`src/svmm_pkg.sv`:
```
//------------------------------------------------------------------------------
// Sparse vector-matrix multiply package
// Field widths, request codes, controller states and the command and status
// records exchanged between the controller and the datapath.
//------------------------------------------------------------------------------
package svmm_pkg;

  localparam int REQ_W   = 3;
  localparam int COL_W   = 10;
  localparam int VAL_W   = 32;
  localparam int ROW_W   = 16;
  localparam int CNT_W   = 17;
  localparam int IDX_W   = 17;   // Holds any store depth up to 131071.
  localparam int EPOCH_W = 4;

  localparam int DEF_MAX_COLUMNS = 1024;

  localparam logic [CNT_W-1:0]   COUNT_MAX  = '1;
  localparam logic [EPOCH_W-1:0] EPOCH_LAST = '1;
  localparam logic [EPOCH_W-1:0] EPOCH_FIRST = EPOCH_W'(1);

  // Request codes.
  localparam logic [REQ_W-1:0] REQ_CLEAR   = 3'd0;
  localparam logic [REQ_W-1:0] REQ_VECTOR  = 3'd1;
  localparam logic [REQ_W-1:0] REQ_MATRIX  = 3'd2;
  localparam logic [REQ_W-1:0] REQ_ROW_END = 3'd3;
  localparam logic [REQ_W-1:0] REQ_JOB_END = 3'd4;

  // Result kinds.
  localparam logic KIND_ROW = 1'b0;
  localparam logic KIND_JOB = 1'b1;

  typedef enum logic [2:0] {
    ST_SWEEP,
    ST_IDLE,
    ST_MUL,
    ST_ACC,
    ST_ROW,
    ST_JOB
  } state_t;

  typedef struct packed {
    logic sweep_wr;   // Write an empty tag at the sweep address.
    logic clear;      // Start a new job.
    logic vec_wr;     // Store the incoming vector entry.
    logic load;       // Capture the incoming matrix entry.
    logic mul;        // Form the product with the stored vector value.
    logic acc_add;    // Add the product to the accumulator.
    logic row_done;   // Clear the accumulator and advance the row counter.
    logic emit_row;   // Load a row result into the output register.
    logic emit_job;   // Load a job status result into the output register.
  } ctrl_cmd_t;

  typedef struct packed {
    logic out_free;   // The output register can take a result this cycle.
    logic acc_nz;     // The accumulator is nonzero.
    logic epoch_last; // The job tag is about to wrap.
    logic sweep_last; // The sweep is at the last store entry.
  } dp_status_t;

endpackage

```
`src/svmm_ctrl.sv`:
```
//------------------------------------------------------------------------------
// Sparse vector-matrix multiply controller
// Sequences the store sweep, request decoding and result hand-off.
//------------------------------------------------------------------------------
module svmm_ctrl (
  input  logic                   clk,
  input  logic                   rst_n,
  input  logic                   in_valid,
  input  logic [svmm_pkg::REQ_W-1:0] in_req_type,
  output logic                   in_ready,
  input  svmm_pkg::dp_status_t   status,
  output svmm_pkg::ctrl_cmd_t    cmd
);
  import svmm_pkg::*;

  state_t state_r;
  state_t state_nxt;

  always_ff @(posedge clk) begin
    if (!rst_n) begin
      state_r <= ST_SWEEP;
    end else begin
      state_r <= state_nxt;
    end
  end

  always_comb begin
    state_nxt = state_r;
    cmd       = '0;
    in_ready  = 1'b0;
    unique case (state_r)
      ST_SWEEP: begin
        cmd.sweep_wr = 1'b1;
        if (status.sweep_last) begin
          state_nxt = ST_IDLE;
        end
      end
      ST_IDLE: begin
        in_ready = 1'b1;
        if (in_valid) begin
          unique case (in_req_type)
            REQ_CLEAR: begin
              cmd.clear = 1'b1;
              // The tag space is used up, so old entries must be wiped.
              if (status.epoch_last) begin
                state_nxt = ST_SWEEP;
              end
            end
            REQ_VECTOR: begin
              cmd.vec_wr = 1'b1;
            end
            REQ_MATRIX: begin
              cmd.load  = 1'b1;
              state_nxt = ST_MUL;
            end
            REQ_ROW_END: begin
              state_nxt = ST_ROW;
            end
            REQ_JOB_END: begin
              state_nxt = ST_JOB;
            end
            default: begin
              // Unused codes are dropped.
            end
          endcase
        end
      end
      ST_MUL: begin
        cmd.mul   = 1'b1;
        state_nxt = ST_ACC;
      end
      ST_ACC: begin
        cmd.acc_add = 1'b1;
        state_nxt   = ST_IDLE;
      end
      ST_ROW: begin
        if (!status.acc_nz) begin
          cmd.row_done = 1'b1;
          state_nxt    = ST_IDLE;
        end else if (status.out_free) begin
          cmd.row_done = 1'b1;
          cmd.emit_row = 1'b1;
          state_nxt    = ST_IDLE;
        end
      end
      ST_JOB: begin
        if (status.out_free) begin
          cmd.emit_job = 1'b1;
          state_nxt    = ST_IDLE;
        end
      end
      default: begin
        state_nxt = ST_SWEEP;
      end
    endcase
  end

endmodule

```
`config.mk`:
```
export PLATFORM = sky130hd
export DESIGN_NAME = svmm_ctrl
export DESIGN_NICKNAME = d
export VERILOG_FILES = /design/src/svmm_pkg.sv /design/src/svmm_ctrl.sv
export SDC_FILE = /design/constraint.sdc
export NUM_CORES = 1
export LEC_CHECK = 0
export BUFFER_PORTS_ARGS = -buffer_cell sky130_fd_sc_hd__buf_2
export CAP_MARGIN = 20
export CELL_PAD_IN_SITES_DETAIL_PLACEMENT = 1
export CELL_PAD_IN_SITES_GLOBAL_PLACEMENT = 2
export CORE_MARGIN = 4
export CORE_UTILIZATION = 20
export CTS_CLUSTER_DIAMETER = 100
export CTS_CLUSTER_SIZE = 30
export DETAILED_ROUTE_END_ITERATION = 12
export PLACE_DENSITY = 0.8
export SLEW_MARGIN = 5
export SYNTH_ARGS = -nofsm -noshare
export SYNTH_HDL_FRONTEND = slang
export SYNTH_SLANG_ARGS = --single-unit
```
`constraint.sdc`:
```
create_clock -name clk -period 1.1 [get_ports clk]
set_input_delay 0.22 -clock clk [delete_from_list [all_inputs] [get_ports clk]]
set_output_delay 0.22 -clock clk [all_outputs]
set_load 0.05 [all_outputs]
```
==> reports/qor.json, run 1 <==
{
  "status": {"value": "finished, violations left"},
  "violations": {"value": "negative setup slack"},
  "finClkSkew": {"value": 0.000630, "unit": "ns"},
  "ant_nets": {"value": 0},
  "buffer_ports.inserted": {"value": 19},
  "floorplan.core_area": {"value": 1540, "unit": "sq um"},
  "cp.arrival": {"value": 1.25, "unit": "ns"},
  "power_report.internal_total": {"value": 430, "unit": "uW"},
  "netlist.area_leader.share": {"value": 0.179},
  "gr-usage-all-layers": {"value": 0.118},
  "postLayoutCellArea": {"value": 838, "unit": "sq um"},
  "clockBufferDepth": {"value": 2},
  "dpl-instance-area": {"value": 638, "unit": "sq um"},
  "fraction_of_power_consumed_by_the_clock_network": {"value": 0.270},
  "cp-start-kind": {"value": "flip-flop"},
  "library_cell_with_the_largest_summed_area_after_synthesis": {"value": "sky130_fd_sc_hd__dfxtp_1"},
  "critPathRequiredTime": {"value": 0.88, "unit": "ns"},
  "final_hold_violating_endpoints": {"value": 0},
  "die_width": {"value": 48.9, "unit": "um"},
  "vias": {"value": 479},
  "gp_congestion": {"value": 0.739},
  "grt_setup_unrepaired": {"value": "yes"},
  "place_ws": {"value": -0.280, "unit": "ns"},
  "place_hpwl": {"value": 950, "unit": "um"},
  "finalCriticalPeriod": {"value": 1.47, "unit": "ns"},
  "post_drt_via_cell_ratio": {"value": 4.99},
  "area_delta_synth_final": {"value": 150, "unit": "%"},
  "final_max_slew_viol_count": {"value": 0},
  "grt_start_max_net_pins": {"value": 9},
  "largest_register_ff_count": {"value": 3},
  "worst_slew_margin_rel": {"value": 0.822},
  "share_of_post_route_cells_with_drive_strength_above_1": {"value": 0.775},
  "postSynthRegisterBits": {"value": 3},
  "crit_start": {"value": "state_r[0]$_SDFFE_PN0P_"},
  "layout.cells.most_common_list": {"value": "11 x sky130_fd_sc_hd__buf_6, 11 x sky130_fd_sc_hd__buf_4, 9 x sky130_fd_sc_hd__buf_2"},
  "vias_in_the_first_global_route": {"value": 526},
  "period_share": {"value": 1.33},
  "power.ir.vdd_worst": {"value": 0.470, "unit": "mV"},
  "netSwitchingPower": {"value": 293, "unit": "uW"},
  "antenna_found_initial": {"value": 0},
  "detail_route.wirelength": {"value": 1260, "unit": "um"},
  "setup_cp_type": {"value": "reg2out"},
  "wl_per_instance": {"value": 13.1, "unit": "um"},
  "detailedRoute.firstIterationViolations": {"value": 1},
  "grt_overflow_total": {"value": 0},
  "die_area": {"value": 2400, "unit": "sq um"},
  "cts_htree_levels": {"value": 1},
  "placementRows": {"value": 14},
  "total_leakage_power": {"value": 0.342, "unit": "nW"},
  "syn_area": {"value": 335, "unit": "sq um"},
  "post_syn_nets": {"value": 55},
  "grt_pass1_wl": {"value": 2290, "unit": "um"},
  "drt_pre_antenna_iters": {"value": 2},
  "timing.critical_path.fanout_max": {"value": 5},
  "regToRegStartpoint": {"value": "state_r[1]$_SDFFE_PN0P_"},
  "max_freq": {"value": 681, "unit": "MHz"},
  "worst_pin_slew": {"value": 0.264, "unit": "ns"},
  "postSynthAreaPerCell": {"value": 7.45, "unit": "sq um"},
  "antenna-diode-count": {"value": 0},
  "num_clock_sinks": {"value": 3},
  "finalNetCount": {"value": 91},
  "post_detailed_route_drc_marker_count": {"value": 0},
  "postSynthCellCount": {"value": 45},
  "worstHoldPathType": {"value": "in2reg"},
  "maxCapViolations": {"value": 0},
  "largestRegisters": {"value": "state_r x3"},
  "number_of_buffers_created_by_cts": {"value": 3},
  "yosysUniqueCellTypes": {"value": 24},
  "swShare": {"value": 0.405},
  "root_buffer_selected_by_cts": {"value": "sky130_fd_sc_hd__clkbuf_4"},
  "pwr_density_cell": {"value": 862, "unit": "nW/um^2"},
  "boundaryPins": {"value": 20},
  "top_register": {"value": "state_r"},
  "power.share.combinational": {"value": 0.542},
  "setup_violations": {"value": 12},
  "fin_util": {"value": 0.544},
  "worstSetupEndpointType": {"value": "primary output"},
  "tritoncts": {"value": "done"},
  "synth.area.top_cells": {"value": "sky130_fd_sc_hd__dfxtp_1 18%, sky130_fd_sc_hd__buf_6 6.7%, sky130_fd_sc_hd__nor3b_1 6.7%"},
  "cts.reportedPaths.clkPinSlew": {"value": 0.04, "unit": "ns"},
  "chipHeight": {"value": 48.9, "unit": "um"},
  "clock_latency": {"value": 0.23, "unit": "ns"},
  "min_from": {"value": "rst_n"},
  "final.setup.worst_slack": {"value": -0.368, "unit": "ns"},
  "synth_sequential_area_ratio": {"value": 0.179},
  "power.share.sequential": {"value": 0.188},
  "floorplan.initialDensity": {"value": 0.218},
  "yosys_warnings": {"value": 0}
}
==> per-layer routing <==
metal	part of all wire	GRT usage
met2	0.55	0.202
met1	0.42	0.141
met5	0	0
met4	0.013	0.0538
met3	0.020	0.0183
==> cell type report <==
class	instances	area (sq um)
Tap cell	16	20.0
Multi-Input combinational cell	36	400
Sequential cell	3	68.8
Timing Repair Buffer	34	302
Inverter	3	21.3
Clock buffer	4	26.3
Fill cell	173	703
==> repair_timing <==
item,CTS,global route
setup buffers,2,1
hold buffers,0,0
pin swaps,4,6
resized for setup,30,13
endpoints found under the setup margin,12,13
==> stage by stage <==
step / power (mW) / hold WS, ns / setup TNS, ns / cells
floorplan: 0.339 / 0.329 / -2.39 / 45
global placement: 0.436 / 0.472 / -1.95 / 89
detailed placement: 0.440 / 0.476 / -2.07 / 89
CTS: 0.698 / 0.224 / -3.30 / 95
global route: 0.775 / 0.244 / -3.79 / 96
finish: 0.722 / 0.226 / -3.00 / 96
==> power by group through the flow <==
| stage | Clock, mW | Sequential (mW) | Combinational [mW] |
|---|---|---|---|
| floorplan | 0 | 0.125 | 0.213 |
| finish | 0.195 | 0.136 | 0.392 |
| global route | 0.216 | 0.138 | 0.421 |
| detailed placement | 0 | 0.131 | 0.309 |
| CTS | 0.204 | 0.131 | 0.362 |
| global placement | 0 | 0.131 | 0.305 |
==> logic make-up after synthesis <==
kind of cell,count (synthesis),synth area share
simple gates,23,0.396
compound gates,12,0.280
buf+inv,6,0.116
flops,3,0.179
mux,1,0.0299
==> synth_stat cells <==
cell                        instances
sky130_fd_sc_hd__nor2b_1            1
sky130_fd_sc_hd__nor3b_1            3
sky130_fd_sc_hd__and3b_1            1
sky130_fd_sc_hd__nor4_1             2
sky130_fd_sc_hd__dfxtp_1            3
sky130_fd_sc_hd__nor3_1             4
sky130_fd_sc_hd__nor2_1             4
sky130_fd_sc_hd__a32oi_1            1
sky130_fd_sc_hd__a2111oi_0          1
sky130_fd_sc_hd__a2111oi_2          1
sky130_fd_sc_hd__a21oi_1            2
sky130_fd_sc_hd__nand2_1            3
sky130_fd_sc_hd__and3_1             2
sky130_fd_sc_hd__buf_2              1
sky130_fd_sc_hd__nor3_2             1
sky130_fd_sc_hd__o21bai_1           1
sky130_fd_sc_hd__o21ai_0            4
sky130_fd_sc_hd__nand3b_1           1
sky130_fd_sc_hd__buf_6              2
sky130_fd_sc_hd__a41oi_2            1
sky130_fd_sc_hd__mux2i_1            1
sky130_fd_sc_hd__nand2b_1           1
sky130_fd_sc_hd__inv_1              3
sky130_fd_sc_hd__a21boi_1           1
==> path summary, 6_finish.rpt <==
kind                                  end  slack [ns]  depth (start not counted)
hold reg to reg   state_r[0]$_SDFFE_PN0P_        0.61                          2
setup reg to reg  state_r[2]$_SDFFE_PN0P_       -0.08                          5
setup / recovery                   cmd[6]       -0.37                          4
hold / removal    state_r[0]$_SDFFE_PN0P_        0.23                          3
==> worst max-delay path, stage by stage (launching register included) <==
cell and delay [ns]:
sky130_fd_sc_hd__dfxtp_4 0.36, sky130_fd_sc_hd__and3b_2 0.22, sky130_fd_sc_hd__nand2_4 0.08, sky130_fd_sc_hd__nor3b_4 0.18
sky130_fd_sc_hd__buf_6 0.18
No activity file was read; power rests on OpenSTA's default activity.
==> inputs of run 2 (changes only) <==
--- a/config.mk
+++ b/config.mk
@@ -16,4 +16,5 @@
 export DETAILED_ROUTE_END_ITERATION = 12
 export PLACE_DENSITY = 0.8
+export SKIP_CTS_REPAIR_TIMING = 1
 export SLEW_MARGIN = 5
 export SYNTH_ARGS = -nofsm -noshare
==> constraint.sdc (replaced) <==
create_clock -name clk -period 1.1 [get_ports clk]
set_input_delay 0.22 -clock clk [delete_from_list [all_inputs] [get_ports clk]]
set_output_delay 0.22 -clock clk [all_outputs]
set_load 0.02 [all_outputs]
==> run 2 against run 1 <==
Effect of this change:
- the run still ends with negative setup slack left
- via count down 1.9%
- sequential share of layout area up 0.78 points
- hold slack better by 0.018 ns
- power down 13%
- fmax up 4.8%
- first-iteration DRC count rose to 3.0 times the previous value
- register-to-register slack worse by 0.04 ns
- count of clock-buffer cells in the layout unchanged
- critical path type unchanged
==> reports/qor.json, run 2 (same netlist as run 1, synthesis figures left out) <==
{
  "drt_pre_antenna_iters": {"value": 2},
  "largest_register_ff_count": {"value": 3},
  "tritoncts": {"value": "done"},
  "clockBufferDepth": {"value": 2},
  "worstHoldPathType": {"value": "in2reg"},
  "area_of_the_multi_input_gates": {"value": 362, "unit": "sq um"},
  "finalNetCount": {"value": 91},
  "worstSetupEndpointType": {"value": "primary output"},
  "grt_setup_unrepaired": {"value": "yes"},
  "die_area": {"value": 2400, "unit": "sq um"},
  "final_max_slew_viol_count": {"value": 0},
  "top_register": {"value": "state_r"},
  "vias": {"value": 470},
  "worst_pin_slew": {"value": 0.261, "unit": "ns"},
  "place_hpwl": {"value": 1030, "unit": "um"},
  "cp.arrival": {"value": 1.18, "unit": "ns"},
  "ant_nets": {"value": 0},
  "root_buffer_selected_by_cts": {"value": "sky130_fd_sc_hd__clkbuf_4"},
  "critical-path-max-stage-delay": {"value": 0.32, "unit": "ns"},
  "floorplan.initialDensity": {"value": 0.218},
  "regArea": {"value": 68.8, "unit": "sq um"},
  "share_of_post_route_cells_with_drive_strength_above_1": {"value": 0.713},
  "period_share": {"value": 1.27},
  "setup_violations": {"value": 12},
  "cts.reportedPaths.clkPinSlew": {"value": 0.04, "unit": "ns"},
  "vias_in_the_first_global_route": {"value": 489},
  "post_detailed_route_drc_marker_count": {"value": 0},
  "detail_route.wirelength": {"value": 1210, "unit": "um"},
  "wl_per_instance": {"value": 12.6, "unit": "um"},
  "number_of_buffers_created_by_cts": {"value": 3},
  "fin_util": {"value": 0.497},
  "boundaryPins": {"value": 20},
  "violations": {"value": "negative setup slack"},
  "cp_slowest_cell": {"value": "sky130_fd_sc_hd__dfxtp_2"},
  "max_freq": {"value": 714, "unit": "MHz"},
  "gr-usage-all-layers": {"value": 0.110},
  "place_ws": {"value": -0.208, "unit": "ns"},
  "grt_pass1_wl": {"value": 2170, "unit": "um"},
  "maxCapViolations": {"value": 0},
  "chipHeight": {"value": 48.9, "unit": "um"},
  "placementRows": {"value": 14},
  "timing.critical_path.buf_inv": {"value": 2},
  "gp_congestion": {"value": 0.746},
  "total_leakage_power": {"value": 0.327, "unit": "nW"},
  "final_hold_violating_endpoints": {"value": 0},
  "detailedRoute.firstIterationViolations": {"value": 3},
  "postLayoutCellArea": {"value": 766, "unit": "sq um"},
  "grt_start_max_net_pins": {"value": 12},
  "clock_latency": {"value": 0.23, "unit": "ns"},
  "layout.cells.most_common_list": {"value": "13 x sky130_fd_sc_hd__buf_4, 10 x sky130_fd_sc_hd__buf_2, 10 x sky130_fd_sc_hd__buf_6"},
  "post_drt_via_cell_ratio": {"value": 4.90},
  "cp-start-kind": {"value": "flip-flop"},
  "layout.cells.most_common": {"value": "sky130_fd_sc_hd__buf_4"},
  "hold-worst-slack": {"value": 0.244, "unit": "ns"},
  "critPathRequiredTime": {"value": 0.88, "unit": "ns"},
  "finClkSkew": {"value": 0.00255, "unit": "ns"},
  "antenna-diode-count": {"value": 0},
  "worst_slew_margin_rel": {"value": 0.824},
  "pwr_density_cell": {"value": 818, "unit": "nW/um^2"},
  "num_clock_sinks": {"value": 3},
  "fillerInstances": {"value": 181},
  "area_delta_synth_final": {"value": 128, "unit": "%"},
  "die_width": {"value": 48.9, "unit": "um"},
  "setup_cp_type": {"value": "reg2out"},
  "finalCriticalPeriod": {"value": 1.40, "unit": "ns"},
  "status": {"value": "finished, violations left"},
  "timing.critical_path.fanout_max": {"value": 11},
  "critPathTopFamily": {"value": "buffers and inverters"},
  "final.setup.worst_slack": {"value": -0.301, "unit": "ns"},
  "dpl-instance-area": {"value": 628, "unit": "sq um"},
  "fin_setup_tns": {"value": -2.64, "unit": "ns"},
  "crit_chain": {"value": "buf_6 -> a2111oi_4 -> buf_4"},
  "antenna_found_initial": {"value": 0},
  "buffer_ports.inserted": {"value": 19},
  "power.ir.vdd_worst": {"value": 0.627, "unit": "mV"},
  "grt_overflow_total": {"value": 0},
  "largestRegisters": {"value": "state_r x3"},
  "floorplan.core_area": {"value": 1540, "unit": "sq um"},
  "cts_htree_levels": {"value": 1}
}
==> run 2: cell counts in the layout (fill, tap and decap cells not counted) <==
Identical to the previous run, type by type.
==> run 2: report_power, final <==
| group | internal [mW] | switching (mW) | leakage [nW] |
|---|---|---|---|
| Sequential | 0.118 | 0.0126 | 0.0263 |
| Combinational | 0.148 | 0.161 | 0.286 |
| Clock | 0.136 | 0.0514 | 0.0150 |
| Total | 0.401 | 0.225 | 0.327 |
==> run 2: routing by layer <==
| metal | track usage | routed length, um |
|---|---|---|
| met2 | 0.189 | 634 |
| met5 | 0 | 0 |
| met1 | 0.128 | 540 |
| met3 | 0.0306 | 37 |
| met4 | 0.0404 | 0 |
==> run 2: metrics by stage <==
step	instances	power, mW
floorplan	45	0.289
global placement	92	0.395
detailed placement	92	0.401
CTS	96	0.603
global route	96	0.674
finish	96	0.626
==> run 2: layout make-up <==
| cell class | count | area share |
|---|---|---|
| inverters | 3 | 0.0180 |
| flip-flops and latches | 3 | 0.0899 |
| repair buffers | 34 | 0.359 |
| clock buffers | 4 | 0.0343 |
| multi-input cells | 36 | 0.472 |
| well taps | 16 | 0.0261 |
==> run 2: path summary, 6_finish.rpt <==
check,start,end,slack (ns),depth (start not counted)
max reg2reg,state_r[1]$_SDFFE_PN0P_,state_r[2]$_SDFFE_PN0P_,-0.12,5
min reg2reg,state_r[2]$_SDFFE_PN0P_,state_r[1]$_SDFFE_PN0P_,0.59,2
min,rst_n,state_r[0]$_SDFFE_PN0P_,0.24,3
max,state_r[0]$_SDFFE_PN0P_,cmd[2],-0.30,3
==> run 2: worst reg2reg max path: stages (launching register included) <==
cell	delay (ns)
sky130_fd_sc_hd__dfxtp_4	0.35
sky130_fd_sc_hd__buf_8	0.14
sky130_fd_sc_hd__buf_6	0.13
sky130_fd_sc_hd__a2111oi_4	0.30
sky130_fd_sc_hd__a32oi_1	0.09
sky130_fd_sc_hd__nor2_1	0.14
==> inputs of run 3 (changes only) <==
BUFFER_PORTS_ARGS = not set   (was -buffer_cell sky130_fd_sc_hd__buf_2)
CORE_AREA = 4 4 41 43   (was not set)
CORE_MARGIN = not set   (was 4)
CORE_UTILIZATION = not set   (was 20)
DIE_AREA = 0 0 45 47   (was not set)
DONT_BUFFER_PORTS = 1   (was not set)
PLACE_DENSITY = 0.71   (was 0.8)
==> run 3 against run 2 <==
Effect of this change:
- core utilization up 4.0 points
- the run still ends with negative setup slack left
- power up 1.3%
- global-route usage up 0.75 points
- largest cell class unchanged
- worst setup slack worse by 0.015 ns
- critical endpoint unchanged
- first-iteration DRC count unchanged
- largest power group unchanged
==> reports/qor.json, run 3 (same netlist as run 1, synthesis figures left out) <==
{
  "status": {"value": "finished, violations left"},
  "violations": {"value": "negative setup slack"},
  "worstSetupEndpointType": {"value": "primary output"},
  "postLayoutCellArea": {"value": 698, "unit": "sq um"},
  "vias": {"value": 433},
  "detail_route.wirelength": {"value": 1270, "unit": "um"},
  "crit_chain": {"value": "buf_6 -> a2111oi_4 -> buf_4"},
  "final_hold_violating_endpoints": {"value": 0},
  "timing.critical_path.buf_inv": {"value": 2},
  "post_detailed_route_drc_marker_count": {"value": 0},
  "largestRegisters": {"value": "state_r x3"},
  "critPathTopFamily": {"value": "buffers and inverters"},
  "critical-path-max-stage-delay": {"value": 0.32, "unit": "ns"},
  "tritoncts": {"value": "done"},
  "global_routing_s_busiest_layer": {"value": "met2"},
  "setup_cp_type": {"value": "reg2out"},
  "gp_congestion": {"value": 0.710},
  "chipHeight": {"value": 47, "unit": "um"},
  "regArea": {"value": 68.8, "unit": "sq um"},
  "grt_util_met1": {"value": 0.127},
  "cts.reportedPaths.clkPinSlew": {"value": 0.04, "unit": "ns"},
  "antenna_found_initial": {"value": 0},
  "finClkSkew": {"value": 0.00133, "unit": "ns"},
  "final_max_slew_viol_count": {"value": 0},
  "pwr_density_cell": {"value": 909, "unit": "nW/um^2"},
  "dpl-instance-area": {"value": 559, "unit": "sq um"},
  "dp_cells": {"value": 74},
  "root_buffer_selected_by_cts": {"value": "sky130_fd_sc_hd__clkbuf_4"},
  "number_of_buffers_created_by_cts": {"value": 3},
  "boundaryPins": {"value": 20},
  "drt_pre_antenna_iters": {"value": 4},
  "finalNetCount": {"value": 76},
  "largest_register_ff_count": {"value": 3},
  "layout.cells.most_common": {"value": "sky130_fd_sc_hd__buf_4"},
  "detailedRoute.firstIterationViolations": {"value": 3},
  "area_of_the_multi_input_gates": {"value": 380, "unit": "sq um"},
  "num_clock_sinks": {"value": 3},
  "final.setup.worst_slack": {"value": -0.316, "unit": "ns"},
  "timing.critical_path.fanout_max": {"value": 8},
  "cp_slowest_cell": {"value": "sky130_fd_sc_hd__dfxtp_2"},
  "setup_violations": {"value": 12},
  "grt_setup_unrepaired": {"value": "yes"},
  "cts_htree_levels": {"value": 1},
  "cp-start-kind": {"value": "flip-flop"},
  "grt_pass1_wl": {"value": 1810, "unit": "um"},
  "die_area": {"value": 2120, "unit": "sq um"},
  "grt_use_met2": {"value": 0.203},
  "antenna-diode-count": {"value": 0},
  "finalCriticalPeriod": {"value": 1.42, "unit": "ns"},
  "layout.cells.most_common_list": {"value": "10 x sky130_fd_sc_hd__buf_4, 8 x sky130_fd_sc_hd__buf_6, 3 x sky130_fd_sc_hd__o21ai_0, 3 x sky130_fd_sc_hd__clkbuf_4"},
  "clockBufferDepth": {"value": 2},
  "max_freq": {"value": 706, "unit": "MHz"},
  "total_leakage_power": {"value": 0.260, "unit": "nW"},
  "clock_latency": {"value": 0.23, "unit": "ns"},
  "ant_nets": {"value": 0},
  "wl_per_instance": {"value": 15.9, "unit": "um"},
  "period_share": {"value": 1.29},
  "maxCapViolations": {"value": 0},
  "gr-usage-all-layers": {"value": 0.118},
  "critPathRequiredTime": {"value": 0.88, "unit": "ns"},
  "grt_overflow_total": {"value": 0},
  "power.ir.vdd_worst": {"value": 0.640, "unit": "mV"},
  "grt_start_max_net_pins": {"value": 9},
  "global_route.usage.met3": {"value": 0.0345},
  "share_of_post_route_cells_with_drive_strength_above_1": {"value": 0.692},
  "floorplan.initialDensity": {"value": 0.258},
  "die_width": {"value": 45, "unit": "um"},
  "hold-worst-slack": {"value": 0.105, "unit": "ns"},
  "worst_slew_margin_rel": {"value": 0.813},
  "vias_in_the_first_global_route": {"value": 410},
  "instances_no_fill": {"value": 80},
  "post_drt_via_cell_ratio": {"value": 5.41},
  "buffer_ports.inserted": {"value": 0},
  "cp.arrival": {"value": 1.20, "unit": "ns"},
  "place_hpwl": {"value": 913, "unit": "um"},
  "placementRows": {"value": 13},
  "area_delta_synth_final": {"value": 108, "unit": "%"},
  "floorplan.core_area": {"value": 1300, "unit": "sq um"},
  "worst_pin_slew": {"value": 0.281, "unit": "ns"},
  "top_register": {"value": "state_r"},
  "worstHoldPathType": {"value": "in2reg"},
  "fillerInstances": {"value": 153}
}
[run 3: cell types whose count changed in the layout (fill, tap and decap cells not counted), sizes merged]
cell,before,now
buf,34,19
[run 3: layout make-up]
type | instances | share of cell area
tap | 15 | 0.0269
clock buffer | 4 | 0.0376
inverter | 3 | 0.0269
sequential | 3 | 0.0986
timing repair buffer | 19 | 0.265
multi-input combinational | 36 | 0.545
[run 3: per-stage QoR]
| step | utilization | TNS, ns | setup slack (ns) | total power, mW |
|---|---|---|---|---|
| floorplan | - | -0.567 | -0.109 | 0.289 |
| global placement | 0.430 | -0.747 | -0.117 | 0.371 |
| detailed placement | 0.430 | -1.17 | -0.165 | 0.377 |
| CTS | 0.450 | -3.70 | -0.420 | 0.576 |
| global route | 0.537 | -3.20 | -0.386 | 0.690 |
| finish | 0.537 | -2.36 | -0.316 | 0.635 |
[run 3: final timing paths]
kind / from / to / cells past startpoint / slack (ns)
worst max-delay path: state_r[0]$_SDFFE_PN0P_ / cmd[2] / 3 / -0.32
worst min-delay path: rst_n / state_r[0]$_SDFFE_PN0P_ / 2 / 0.10
worst max register to register: state_r[1]$_SDFFE_PN0P_ / state_r[2]$_SDFFE_PN0P_ / 5 / -0.09
worst min register to register: state_r[2]$_SDFFE_PN0P_ / state_r[1]$_SDFFE_PN0P_ / 1 / 0.51
[run 3: power by group]
group	switching (mW)	internal [mW]	total [mW]	leakage [nW]
combinational	0.149	0.162	0.311	0.219
clock	0.0525	0.136	0.188	0.0150
sequential	0.0173	0.118	0.136	0.0263
total	0.219	0.416	0.635	0.260
[run 3: metal layers]
layer | vias to the layer above | share of wire
li1 | 210 | -
met1 | 213 | 0.40
met2 | 10 | 0.54
met3 | 0 | 0.055
met4 | 0 | 0
met5 | - | 0
